==> config.mk <==
export PLATFORM = sky130hd
export DESIGN_NAME = stet_cell
export DESIGN_NICKNAME = d
export VERILOG_FILES = /design/src/hw/rtl/stet_pkg.sv /design/src/hw/rtl/stet_cell.sv
export SDC_FILE = /design/constraint.sdc
export NUM_CORES = 1
export LEC_CHECK = 0
export ABC_CLOCK_PERIOD_IN_PS = 8200
export BUFFER_PORTS_ARGS = -buffer_cell sky130_fd_sc_hd__buf_2
export CORE_AREA = 2 2 183 185
export DETAILED_ROUTE_END_ITERATION = 10
export DIE_AREA = 0 0 185 187
export GPL_TIMING_DRIVEN = 0
export SETUP_SLACK_MARGIN = 0.2
export SYNTH_ARGS = -nofsm -noshare
export SYNTH_HDL_FRONTEND = slang
export SYNTH_SLANG_ARGS = --single-unit
==> constraint.sdc <==
create_clock -name clock -period 8.2 [get_ports clock]
set_input_delay 1.23 -clock clock [delete_from_list [all_inputs] [get_ports clock]]
set_output_delay 1.23 -clock clock [all_outputs]
set_load 0.005 [all_outputs]
==> src/hw/rtl/stet_pkg.sv <==
// ----------------------------------------------------------------------------
// Sorted timed event table - shared definitions
// Opcodes, status codes, the stored entry and the command broadcast to the
// row of table cells.
// ----------------------------------------------------------------------------
package stet_pkg;

   // default number of table cells
   localparam int DEFAULT_DEPTH = 256;

   // request opcodes
   localparam logic [2:0] OP_INSERT = 3'd0;
   localparam logic [2:0] OP_REMOVE = 3'd1;
   localparam logic [2:0] OP_READ   = 3'd2;
   localparam logic [2:0] OP_RANGE  = 3'd3;
   localparam logic [2:0] OP_CLEAR  = 3'd4;

   // response status codes
   localparam logic [1:0] ST_OK        = 2'd0;
   localparam logic [1:0] ST_FULL      = 2'd1;
   localparam logic [1:0] ST_BAD_INDEX = 2'd2;

   // one stored event
   typedef struct packed {
      logic [31:0] beat_time;
      logic [23:0] message;
      logic [1:0]  msg_length;
   } entry_type;

   // command broadcast to every cell
   typedef struct packed {
      logic        do_insert;
      logic        do_remove;
      logic        collect_clear;
      logic [31:0] start_time;
      logic [31:0] end_time;
      entry_type   new_entry;
   } cmd_type;

endpackage

==> src/hw/rtl/stet_cell.sv <==
// ----------------------------------------------------------------------------
// Sorted timed event table - cell
// Holds one table entry, shifts with its neighbours on insert and remove,
// and passes a collect word towards cell 0 for read and range queries.
// ----------------------------------------------------------------------------
module stet_cell #(
   parameter int CELL_INDEX = 0,
   parameter int COUNT_W    = 9
) (
   input  logic                clock,
   input  stet_pkg::cmd_type   cmd,
   input  logic [COUNT_W-1:0]  count,
   input  logic [COUNT_W-1:0]  index,
   input  stet_pkg::entry_type left_entry,
   input  stet_pkg::entry_type right_entry,
   input  logic                left_ge_start,
   input  logic                left_ge_end,
   output logic                ge_start,
   output logic                ge_end,
   output stet_pkg::entry_type entry,
   input  stet_pkg::entry_type right_read,
   input  logic [COUNT_W-1:0]  right_first_pos,
   input  logic [COUNT_W-1:0]  right_end_pos,
   input  logic                right_first_hit,
   input  logic                right_end_hit,
   output stet_pkg::entry_type collect_read,
   output logic [COUNT_W-1:0]  collect_first_pos,
   output logic [COUNT_W-1:0]  collect_end_pos,
   output logic                collect_first_hit,
   output logic                collect_end_hit
);
   import stet_pkg::*;

   localparam logic [COUNT_W-1:0] MY_INDEX = COUNT_W'(CELL_INDEX);

   entry_type          entry_ff, entry_in;
   entry_type          read_ff, read_in;
   logic [COUNT_W-1:0] first_pos_ff, first_pos_in;
   logic [COUNT_W-1:0] end_pos_ff, end_pos_in;
   logic               first_hit_ff, first_hit_in;
   logic               end_hit_ff, end_hit_in;

   logic valid;
   logic bound_start;
   logic bound_end;

   // compare against the broadcast times; empty cells count as "at least"
   always_comb begin
      valid       = MY_INDEX < count;
      ge_start    = !valid || (entry_ff.beat_time >= cmd.start_time);
      ge_end      = !valid || (entry_ff.beat_time >= cmd.end_time);
      bound_start = ge_start && !left_ge_start;
      bound_end   = ge_end && !left_ge_end;
   end

   // shift the entry for insert and remove, else hold
   always_comb begin
      entry_in = entry_ff;
      if (cmd.do_insert) begin
         if (bound_start) begin
            entry_in = cmd.new_entry;
         end else if (ge_start && left_ge_start) begin
            entry_in = left_entry;
         end
      end else if (cmd.do_remove) begin
         if (MY_INDEX >= index) begin
            entry_in = right_entry;
         end
      end
   end

   // merge own contribution into the word arriving from the right
   always_comb begin
      if (cmd.collect_clear) begin
         read_in      = '0;
         first_pos_in = '0;
         end_pos_in   = '0;
         first_hit_in = 1'b0;
         end_hit_in   = 1'b0;
      end else begin
         read_in      = right_read | ((MY_INDEX == index) ? entry_ff : '0);
         first_pos_in = right_first_pos | (bound_start ? MY_INDEX : '0);
         end_pos_in   = right_end_pos | (bound_end ? MY_INDEX : '0);
         first_hit_in = right_first_hit | bound_start;
         end_hit_in   = right_end_hit | bound_end;
      end
   end

   always_ff @(posedge clock) begin
      entry_ff     <= entry_in;
      read_ff      <= read_in;
      first_pos_ff <= first_pos_in;
      end_pos_ff   <= end_pos_in;
      first_hit_ff <= first_hit_in;
      end_hit_ff   <= end_hit_in;
   end

   assign entry             = entry_ff;
   assign collect_read      = read_ff;
   assign collect_first_pos = first_pos_ff;
   assign collect_end_pos   = end_pos_ff;
   assign collect_first_hit = first_hit_ff;
   assign collect_end_hit   = end_hit_ff;

endmodule

==> impl_metrics.yaml, run 1 <==
global_route:
  antenna_found_initial: 0
  grt_pass1_wl_um: 42800
  grt-ovfl-total: 0
  track_usage: 0.169
  grt_start_max_net_pins: 28
  grt_pass1_vias: 7321
logic_synthesis:
  yosysSeqAreaShare: 0.483
  synth-seq-cells: 136
  yosys_warnings: 0
  ys_types: 35
  async_flop_share: 0
  ys.flop_type: "dfxtp_1"
  mappedNetlistNets: 1120
  postSynthAreaPerCell_um2: 9.56
  netlist_instances: 716
  netlist_area_um2: 6840
  synth-edff-count: 58
floorplanning:
  die_h_um: 187
  rows: 67
  die_area_um2: 34600
  start_util: 0.208
  dieWidth_um: 185
  coreArea_um2: 32900
  pin_count: 478
critical_path:
  path_class: "primary input to output pin"
  cp-start-kind: "primary input"
  endpoint_kind: "output pin"
  worst_ep_arrival_time_ns: 3.39
  cp-startpoint: "cmd[105]"
  cp_max_fo: 3
  worstPathRequired_ns: 6.97
  r2r_start: "entry[38]"
clock_network:
  clk_pin_slew_worst_paths_ns: 0.06
  cts_resized: 0
  clk_latency_ns: 0.44
  root_buffer: "clkbuf_16"
  cts_tree: "done"
  cts_hold_buf: 0
  cts_setup_buffers: 0
  cts_buffers: 17
  cts.sinks: 136
  clockBufferDepth: 2
  h-tree-depth: 4
power_and_ir_drop:
  power_switching_w: 0.000540
  sw_frac_of_total: 0.279
  pwr-share-comb: 0.179
  power_density_nw_per_um2: 185
  intPower_w: 0.00140
  cellLeakagePower_nw: 5.54
  seq_power_share: 0.406
  vdd_drop_max_v: 0.000128
  clkPwrFrac: 0.415
place:
  hpwl_um: 24200
  io_buffers: 475
  place.gp.congestion: 0.889
  place_inst: 1642
min_path:
  hold_class: "register to register"
  worstHoldStart: "entry[14]"
detailed_routing:
  vias: 7136
  drc: 0
  wl_per_cell_um: 17.5
  drtAntennaViolNets: 0
  drt_wl_total_um: 29400
  vias_per_cell: 4.26
  firstDrtPassIters: 5
  first_iter_violations: 335
timing:
  hold_violations: 0
  relSlewSlack: 0.369
  fin_tns_setup_ns: 0
  finClkSkew_ns: 0.0116
  setup_violations: 0
  period_needed_ns: 4.62
  timing.fmax_ghz: 0.217
  rsz0062_at_grt: "no"
  worstMarginPinSlew_ns: 0.947
  fin_crit_sh: 0.563
  drv_slew: 0
cells_and_area:
  syn2layout_area_growth_pct: 52.9
  layout_common_cells: "buf_2 (480), a21oi_1 (137), nor2_1 (120), dfxtp_1 (78), inv_1 (69)"
  n_fill_cell: 3568
  layout-drive-gt1-share: 0.426
  finalNonFillerCells: 1675
  nets: 1617
  final_common_cell: "buf_2"
status:
  status: "complete, no violations"
run:
  maxCapViolCount: 0
cell families after synthesis:
family | count (synthesis) | share of synthesized area
AO/OA/AOI/OAI | 172 | 0.139
adder cells (fa/ha/maj) | 64 | 0.117
buffers and inverters | 104 | 0.0601
flip-flops | 136 | 0.483
multiplexers | 58 | 0.0848
AND/OR/NAND/NOR | 182 | 0.117
registers in the layout, summed over array words and instances (netlist names):
name / flops
collect_first_hit: 1
collect_read: 58
entry: 58
collect_end_pos: 9
collect_first_pos: 9
collect_end_hit: 1
power groups by stage:
stage | logic (W) | clock network, W | registers (W)
after floorplan | 0.000155 | 0 | 0.000800
after CTS | 0.000351 | 0.000822 | 0.000787
after global routing | 0.000388 | 0.000852 | 0.000791
final | 0.000346 | 0.000803 | 0.000787
after global placement | 0.000336 | 0 | 0.000807
after detailed placement | 0.000349 | 0 | 0.000801
worst max-delay path: stages:
cell and delay (ns):
buf_2 0.08, inv_1 0.03, ha_1 0.30, nand4_1 0.19
or4_1 0.61, a221oi_2 0.31, o311a_1 0.27, or2_2 0.19
buf_2 0.17
metrics by stage:
| stage | instance area (um2) | hold slack, ns | util | setup WS [ns] | power [W] |
|---|---|---|---|---|---|
| 2_1_floorplan | 6840 | 0.496 | - | 1.22 | 0.000954 |
| 3_3_place_gp | 9780 | 0.476 | 0.298 | -3.66 | 0.00114 |
| 3_5_place_dp | 9850 | 0.497 | 0.300 | 3.54 | 0.00115 |
| 4_1_cts | 10500 | 0.513 | 0.318 | 3.54 | 0.00196 |
| 5_1_grt | 10500 | 0.550 | 0.318 | 3.44 | 0.00203 |
| 6_report | 10500 | 0.509 | 0.318 | 3.58 | 0.00194 |
cells in the mapped netlist (3+ instances only):
master | number | area, um2
nor2_1 | 120 | 450
dfxtp_1 | 78 | 1560
nand4_1 | 10 | 62.6
edfxtp_1 | 58 | 1740
nor3_1 | 3 | 15.0
nor4_1 | 4 | 25.0
inv_1 | 69 | 259
nand2_1 | 13 | 48.8
ha_1 | 64 | 801
nand3_1 | 4 | 20.0
o21ai_0 | 8 | 40.0
mux2i_1 | 58 | 581
buf_2 | 5 | 25.0
a211oi_1 | 3 | 22.5
nor2b_1 | 19 | 119
a21oi_1 | 137 | 686
a21o_1 | 12 | 90.1
clkbuf_1 | 26 | 97.6
path summary, 6_finish.rpt:
check                           slack, ns  cells after the start                to
worst max-delay path                 3.58                      9          ge_start
worst min-delay path                 0.51                      2  collect_read[14]
worst max register to register       4.67                     10         entry[47]
worst min register to register       0.51                      2  collect_read[14]
area by class of cell:
| cell class | count | area (um2) | share of cell area |
|---|---|---|---|
| sequential | 136 | 3300 | 0.316 |
| multi-input combinational | 476 | 3150 | 0.301 |
| timing repair buffer | 478 | 2420 | 0.232 |
| tap | 448 | 561 | 0.0536 |
| clock buffer | 20 | 489 | 0.0468 |
| inverter | 69 | 259 | 0.0248 |
| buffer | 35 | 153 | 0.0146 |
| clock inverter | 12 | 123 | 0.0117 |
| antenna | 1 | 2.50 | 0.000239 |
metal layers:
| metal | vias to the layer above | GRT usage | part of all wire |
|---|---|---|---|
| met1 | 3290 | 0.206 | 0.42 |
| met3 | 40 | 0.0370 | 0.065 |
| met2 | 321 | 0.287 | 0.48 |
| li1 | 3485 | - | - |
| met4 | 0 | 0.0687 | 0.029 |
| met5 | - | 0 | 0 |
Note: power is estimated with default switching activity, not from simulation.
==> run 2: changes to the inputs <==
--- a/config.mk
+++ b/config.mk
@@ -5,7 +5,7 @@
 export SDC_FILE = /design/constraint.sdc
 export NUM_CORES = 1
 export LEC_CHECK = 0
-export ABC_CLOCK_PERIOD_IN_PS = 8200
+export ABC_CLOCK_PERIOD_IN_PS = 4400
 export BUFFER_PORTS_ARGS = -buffer_cell sky130_fd_sc_hd__buf_2
 export CORE_AREA = 2 2 183 185
 export DETAILED_ROUTE_END_ITERATION = 10
==> constraint.sdc (replaced) <==
create_clock -name clock -period 4.4 [get_ports clock]
set_input_delay 0.66 -clock clock [delete_from_list [all_inputs] [get_ports clock]]
set_output_delay 0.66 -clock clock [all_outputs]
set_load 0.005 [all_outputs]
==> run 2 against run 1 <==
Register-to-register slack got worse by 3.9 ns. Power is 93% higher. Combinational power up 86%. Non-clock buffer count unchanged. Critical path type is now register to output pin. Largest power group unchanged.
==> impl_metrics.yaml, run 2 (same netlist as run 1, synthesis figures left out) <==
detailed_routing:
  vias_per_cell: 4.24
  wl_per_cell_um: 17.2
  firstDrtPassIters: 4
  drt_wl_total_um: 28800
  vias: 7103
  first_iter_violations: 227
  drtAntennaViolNets: 0
  drc: 0
power_and_ir_drop:
  power_switching_w: 0.00100
  vdd_drop_max_v: 0.000253
  cellLeakagePower_nw: 5.56
  power_density_nw_per_um2: 355
  sw_frac_of_total: 0.268
  intPower_w: 0.00273
  clkPwrFrac: 0.436
  pwr-share-comb: 0.172
  seq_power_share: 0.392
clock_network:
  cts_tree: "done"
  cts_resized: 0
  clockBufferDepth: 2
  root_buffer: "clkbuf_16"
  h-tree-depth: 4
  clk_pin_slew_worst_paths_ns: 0.07
  cts_buffers: 17
  cts_hold_buf: 0
  cts_setup_buffers: 0
  cts.sinks: 136
  clk_latency_ns: 0.44
status:
  status: "complete, no violations"
global_route:
  grt_start_max_net_pins: 29
  antenna_found_initial: 2
  grt_pass1_vias: 7103
  grt-ovfl-total: 0
  track_usage: 0.163
  grt_pass1_wl_um: 41300
floorplanning:
  rows: 67
  die_h_um: 187
  pin_count: 478
  start_util: 0.208
  die_area_um2: 34600
  coreArea_um2: 32900
  dieWidth_um: 185
critical_path:
  path_class: "register to output pin"
  worstPathRequired_ns: 3.74
  endpoint_kind: "output pin"
  cp_max_fo: 4
  worst_ep_arrival_time_ns: 3.05
  cp-start-kind: "register"
timing:
  finClkSkew_ns: 0.00980
  worstMarginPinSlew_ns: 0.926
  drv_slew: 0
  setup_violations: 0
  relSlewSlack: 0.383
  hold_violations: 0
  period_needed_ns: 3.71
  rsz0062_at_grt: "no"
  fin_tns_setup_ns: 0
  timing.fmax_ghz: 0.270
  fin_crit_sh: 0.842
cells_and_area:
  final_util: 0.320
  layout_common_cells: "buf_2 (480), a21oi_1 (137), nor2_1 (120), dfxtp_1 (78), inv_1 (69)"
  syn2layout_area_growth_pct: 53.7
  layout-drive-gt1-share: 0.426
  nets: 1617
  final_common_cell: "buf_2"
place:
  io_buffers: 475
  hpwl_um: 23900
  place.gp.congestion: 0.886
run:
  maxCapViolCount: 0
min_path:
  hold_class: "primary input to register"
run 2: path summary, 6_finish.rpt:
| kind | cells past startpoint | startpoint | slack, ns | to |
|---|---|---|---|---|
| worst max register to register | 10 | entry[55] | 0.77 | entry[57] |
| worst max-delay path | 7 | entry[55] | 0.69 | ge_start |
| worst min register to register | 2 | entry[4] | 0.50 | collect_read[4] |
| worst min-delay path | 3 | right_read[52] | 0.43 | collect_read[52] |
run 2: critical path, cell delays in order (launching register included):
cell	delay (ns)
edfxtp_1	0.51
ha_1	0.35
nand4_1	0.17
nor4_1	0.78
a221oi_1	0.21
nand3_1	0.24
or2_2	0.22
buf_2	0.13
run 2: power groups by stage:
| stage | clock network [W] | logic (W) | registers [W] |
|---|---|---|---|
| 2_1_floorplan | 0 | 0.000289 | 0.00148 |
| 3_3_place_gp | 0 | 0.000625 | 0.00150 |
| 3_5_place_dp | 0 | 0.000648 | 0.00149 |
| 4_1_cts | 0.00166 | 0.000651 | 0.00147 |
| 5_1_grt | 0.00171 | 0.000720 | 0.00147 |
| 6_report | 0.00163 | 0.000642 | 0.00147 |
run 2: final cells by class:
class                      instances  area (um2)
antenna                            1        2.50
buffer                            35         153
clock buffer                      20         500
clock inverter                    12         170
fill                            3547       22300
inverter                          69         259
multi-input combinational        476        3150
sequential                       136        3300
tap                              448         561
timing repair buffer             478        2420
run 2: routing by layer:
layer,vias up,part of all wire,track usage
li1,3484,-,-
met1,3258,0.41,0.193
met2,320,0.49,0.280
met3,41,0.066,0.0395
met4,0,0.031,0.0681
met5,-,0,0
run 2: per-stage QoR:
stage	total power, W	hold slack, ns	instances	area, um2	setup slack, ns
finish	0.00373	0.428	1675	10500	0.695
global route	0.00391	0.404	1675	10500	0.349
CTS	0.00378	0.398	1674	10500	0.413
detailed placement	0.00214	0.491	1642	9850	0.247
global placement	0.00212	0.477	1639	9790	-2.31
floorplan	0.00177	0.496	716	6850	0.648
==> run 3: changes to the inputs <==
--- a/config.mk
+++ b/config.mk
@@ -5,11 +5,12 @@
 export SDC_FILE = /design/constraint.sdc
 export NUM_CORES = 1
 export LEC_CHECK = 0
-export ABC_CLOCK_PERIOD_IN_PS = 4400
+export ABC_AREA = 1
+export ABC_CLOCK_PERIOD_IN_PS = 3210
 export BUFFER_PORTS_ARGS = -buffer_cell sky130_fd_sc_hd__buf_2
-export CORE_AREA = 2 2 183 185
+export CORE_AREA = 2 2 185 187
 export DETAILED_ROUTE_END_ITERATION = 10
-export DIE_AREA = 0 0 185 187
+export DIE_AREA = 0 0 187 189
 export GPL_TIMING_DRIVEN = 0
 export SETUP_SLACK_MARGIN = 0.2
 export SYNTH_ARGS = -nofsm -noshare
==> constraint.sdc (replaced) <==
create_clock -name clock -period 3.21 [get_ports clock]
set_input_delay 0.4815 -clock clock [delete_from_list [all_inputs] [get_ports clock]]
set_output_delay 0.4815 -clock clock [all_outputs]
set_load 0.005 [all_outputs]
==> run 3 against run 2 <==
Flip-flop and latch count stayed put. Power is 34% higher. Worst setup slack worse by 0.39 ns. Sequential share of layout area is 2.6 points lower. Global-route usage is 1.4 points higher. Critical path type unchanged. Critical endpoint is now ge_end.
==> impl_metrics.yaml, run 3 <==
status:
  status: "complete, no violations"
floorplanning:
  coreArea_um2: 33300
  die_h_um: 189
  pin_count: 478
  dieWidth_um: 187
  die_area_um2: 35300
  start_util: 0.236
  rows: 67
timing:
  setup_ws_ns: 0.301
  rsz0062_at_grt: "no"
  hold_violations: 0
  drv_slew: 0
  fin_crit_sh: 0.906
  period_needed_ns: 2.91
  setup_violations: 0
  worstMarginPinSlew_ns: 0.742
  finClkSkew_ns: 0.0118
  relSlewSlack: 0.505
  timing.fmax_ghz: 0.344
min_path:
  hold_class: "primary input to register"
  holdPathStages: 3
  worstHoldStart: "right_first_pos[7]"
  hold_end: "collect_first_pos[7]"
critical_path:
  worst_ep_arrival_time_ns: 2.43
  endpoint_kind: "output pin"
  r2r_start: "entry[33]"
  critical_path.max_stage_delay_ns: 0.51
  path_cells: "ha_1 -> nand2_1 -> inv_1 -> nand3_1 -> nor3_1 -> nor2b_2 -> nand2_1 -> nand4_1 -> buf_2"
  worstPathRequired_ns: 2.73
  slowest_stage: "edfxtp_1"
  crit_top_cell: "nand2_1"
  r2r_end: "entry[47]"
  path_class: "register to output pin"
  cp_max_fo: 4
  rr_worst_depth: 11
  cp-start-kind: "register"
  rrSetupSlack_ns: 0.42
detailed_routing:
  vias: 8696
  first_iter_violations: 346
  drt_wl_total_um: 32000
  drtAntennaViolNets: 0
  wl_per_cell_um: 15.5
  firstDrtPassIters: 4
  drc: 0
  vias_per_cell: 4.22
logic_synthesis:
  synth_top_cell_area_share: 0.222
  netlist_area_um2: 7840
  async_flop_share: 0
  yosysMostFrequentCell: "nand2_1"
  ys_top_cells_by_area: "edfxtp_1 (22%), dfxtp_1 (20%), nand2_1 (14%), inv_1 (13%), ha_1 (10%)"
  synth-edff-count: 58
  netlist_instances: 1097
  ys.flop_type: "dfxtp_1"
  postSynthAreaPerCell_um2: 7.15
  ys_top_cells_by_count: "nand2_1 (300), inv_1 (276), nand3_1 (121)"
  yosysSeqAreaShare: 0.421
  ys_types: 24
  yosys_warnings: 0
  synth-seq-cells: 136
  yosysTopAreaCell: "edfxtp_1"
  mappedNetlistNets: 1501
clock_network:
  clk_latency_ns: 0.44
  h-tree-depth: 4
  cts_tree: "done"
  clk_pin_slew_worst_paths_ns: 0.07
  root_buffer: "clkbuf_16"
  clockBufferDepth: 2
  cts_hold_buf: 0
  cts.sinks: 136
  cts_buffers: 17
global_route:
  track_usage: 0.177
  grt_start_max_net_pins: 59
  antenna_found_initial: 3
  grt_pass1_vias: 8433
  grt_pass1_wl_um: 47100
  grt-ovfl-total: 0
power_and_ir_drop:
  power_density_nw_per_um2: 436
  vdd_drop_max_v: 0.000345
  power_w: 0.00499
  cellLeakagePower_nw: 6.71
run:
  maxCapViolCount: 0
cells_and_area:
  layout-drive-gt1-share: 0.332
  layout_common_cells: "buf_2 (486), nand2_1 (298), inv_1 (276), nand3_1 (121), a21oi_1 (86)"
  syn2layout_area_growth_pct: 46.1
  nets: 2002
  finalNonFillerCells: 2061
  n_fill_cell: 3657
  final_common_cell: "buf_2"
place:
  hpwl_um: 26300
  io_buffers: 475
  place_ws_ns: -0.488
  place_inst: 2020
  place.gp.congestion: 0.924
==> run 3: power by group <==
part | internal [W] | switching [W]
sequential | 0.00194 | 0.0000702
clock | 0.00107 | 0.000903
combinational | 0.000439 | 0.000565
==> run 3: area by class of cell <==
cell class,instances,area (um2),share of cell area
Clock inverter,13,124,0.0108
Multi-Input combinational cell,638,3320,0.290
Sequential cell,136,3300,0.288
Antenna cell,2,5.00,0.000437
Tap cell,448,561,0.0489
Inverter,277,1040,0.0908
Clock buffer,19,454,0.0397
Buffer,46,216,0.0189
Timing Repair Buffer,482,2430,0.212
==> run 3: how the worst max path moves through the flow <==
stage                         start        end  slack, ns  cells past startpoint
after detailed placement   index[0]  entry[26]      -0.49                      8
after floorplan            cmd[121]   entry[0]       0.48                     11
final                     entry[41]     ge_end       0.30                      9
after CTS                 entry[29]   ge_start       0.22                     13
after global routing      entry[55]   ge_start       0.21                      9
after global placement     index[0]  entry[19]      -0.94                      8
==> run 3: metal layers <==
| layer | track usage | up-vias | part of all wire |
|---|---|---|---|
| li1 | - | 4363 | - |
| met1 | 0.209 | 3952 | 0.41 |
| met2 | 0.315 | 343 | 0.50 |
| met3 | 0.0395 | 36 | 0.062 |
| met4 | 0.0623 | 2 | 0.020 |
| met5 | 0 | - | 0.00041 |
==> run 3: metrics by stage <==
stage	hold WS (ns)	area, um2	TNS (ns)	util
2_1_floorplan	0.526	7840	0	-
3_3_place_gp	0.507	10800	-54.08	0.324
3_5_place_dp	0.526	10800	-27.86	0.324
4_1_cts	0.210	11400	0	0.343
5_1_grt	0.223	11500	0	0.344
6_report	0.238	11500	0	0.344
==> run 3: kinds of logic after synthesis <==
| kind of cell | Yosys count | synth area share |
|---|---|---|
| AO/OA/AOI/OAI | 98 | 0.0648 |
| adder cells (fa/ha/maj) | 64 | 0.102 |
| buffers and inverters | 323 | 0.159 |
| flip-flops | 136 | 0.421 |
| AND/OR/NAND/NOR | 476 | 0.253 |
==> run 3: repair_timing <==
action	CTS	global route
gates resized for setup	5	3
pin swaps	0	1
setup endpoints to repair	60	59
setup buffers	4	3
==> run 3: critical path: cells and delay by family, from the launching register on <==
kind                     cells  cell delay, ns
adder cells (fa/ha/maj)      1            0.35
buffers and inverters        2            0.20
flip-flops                   1            0.51
AND/OR/NAND/NOR              6            0.94
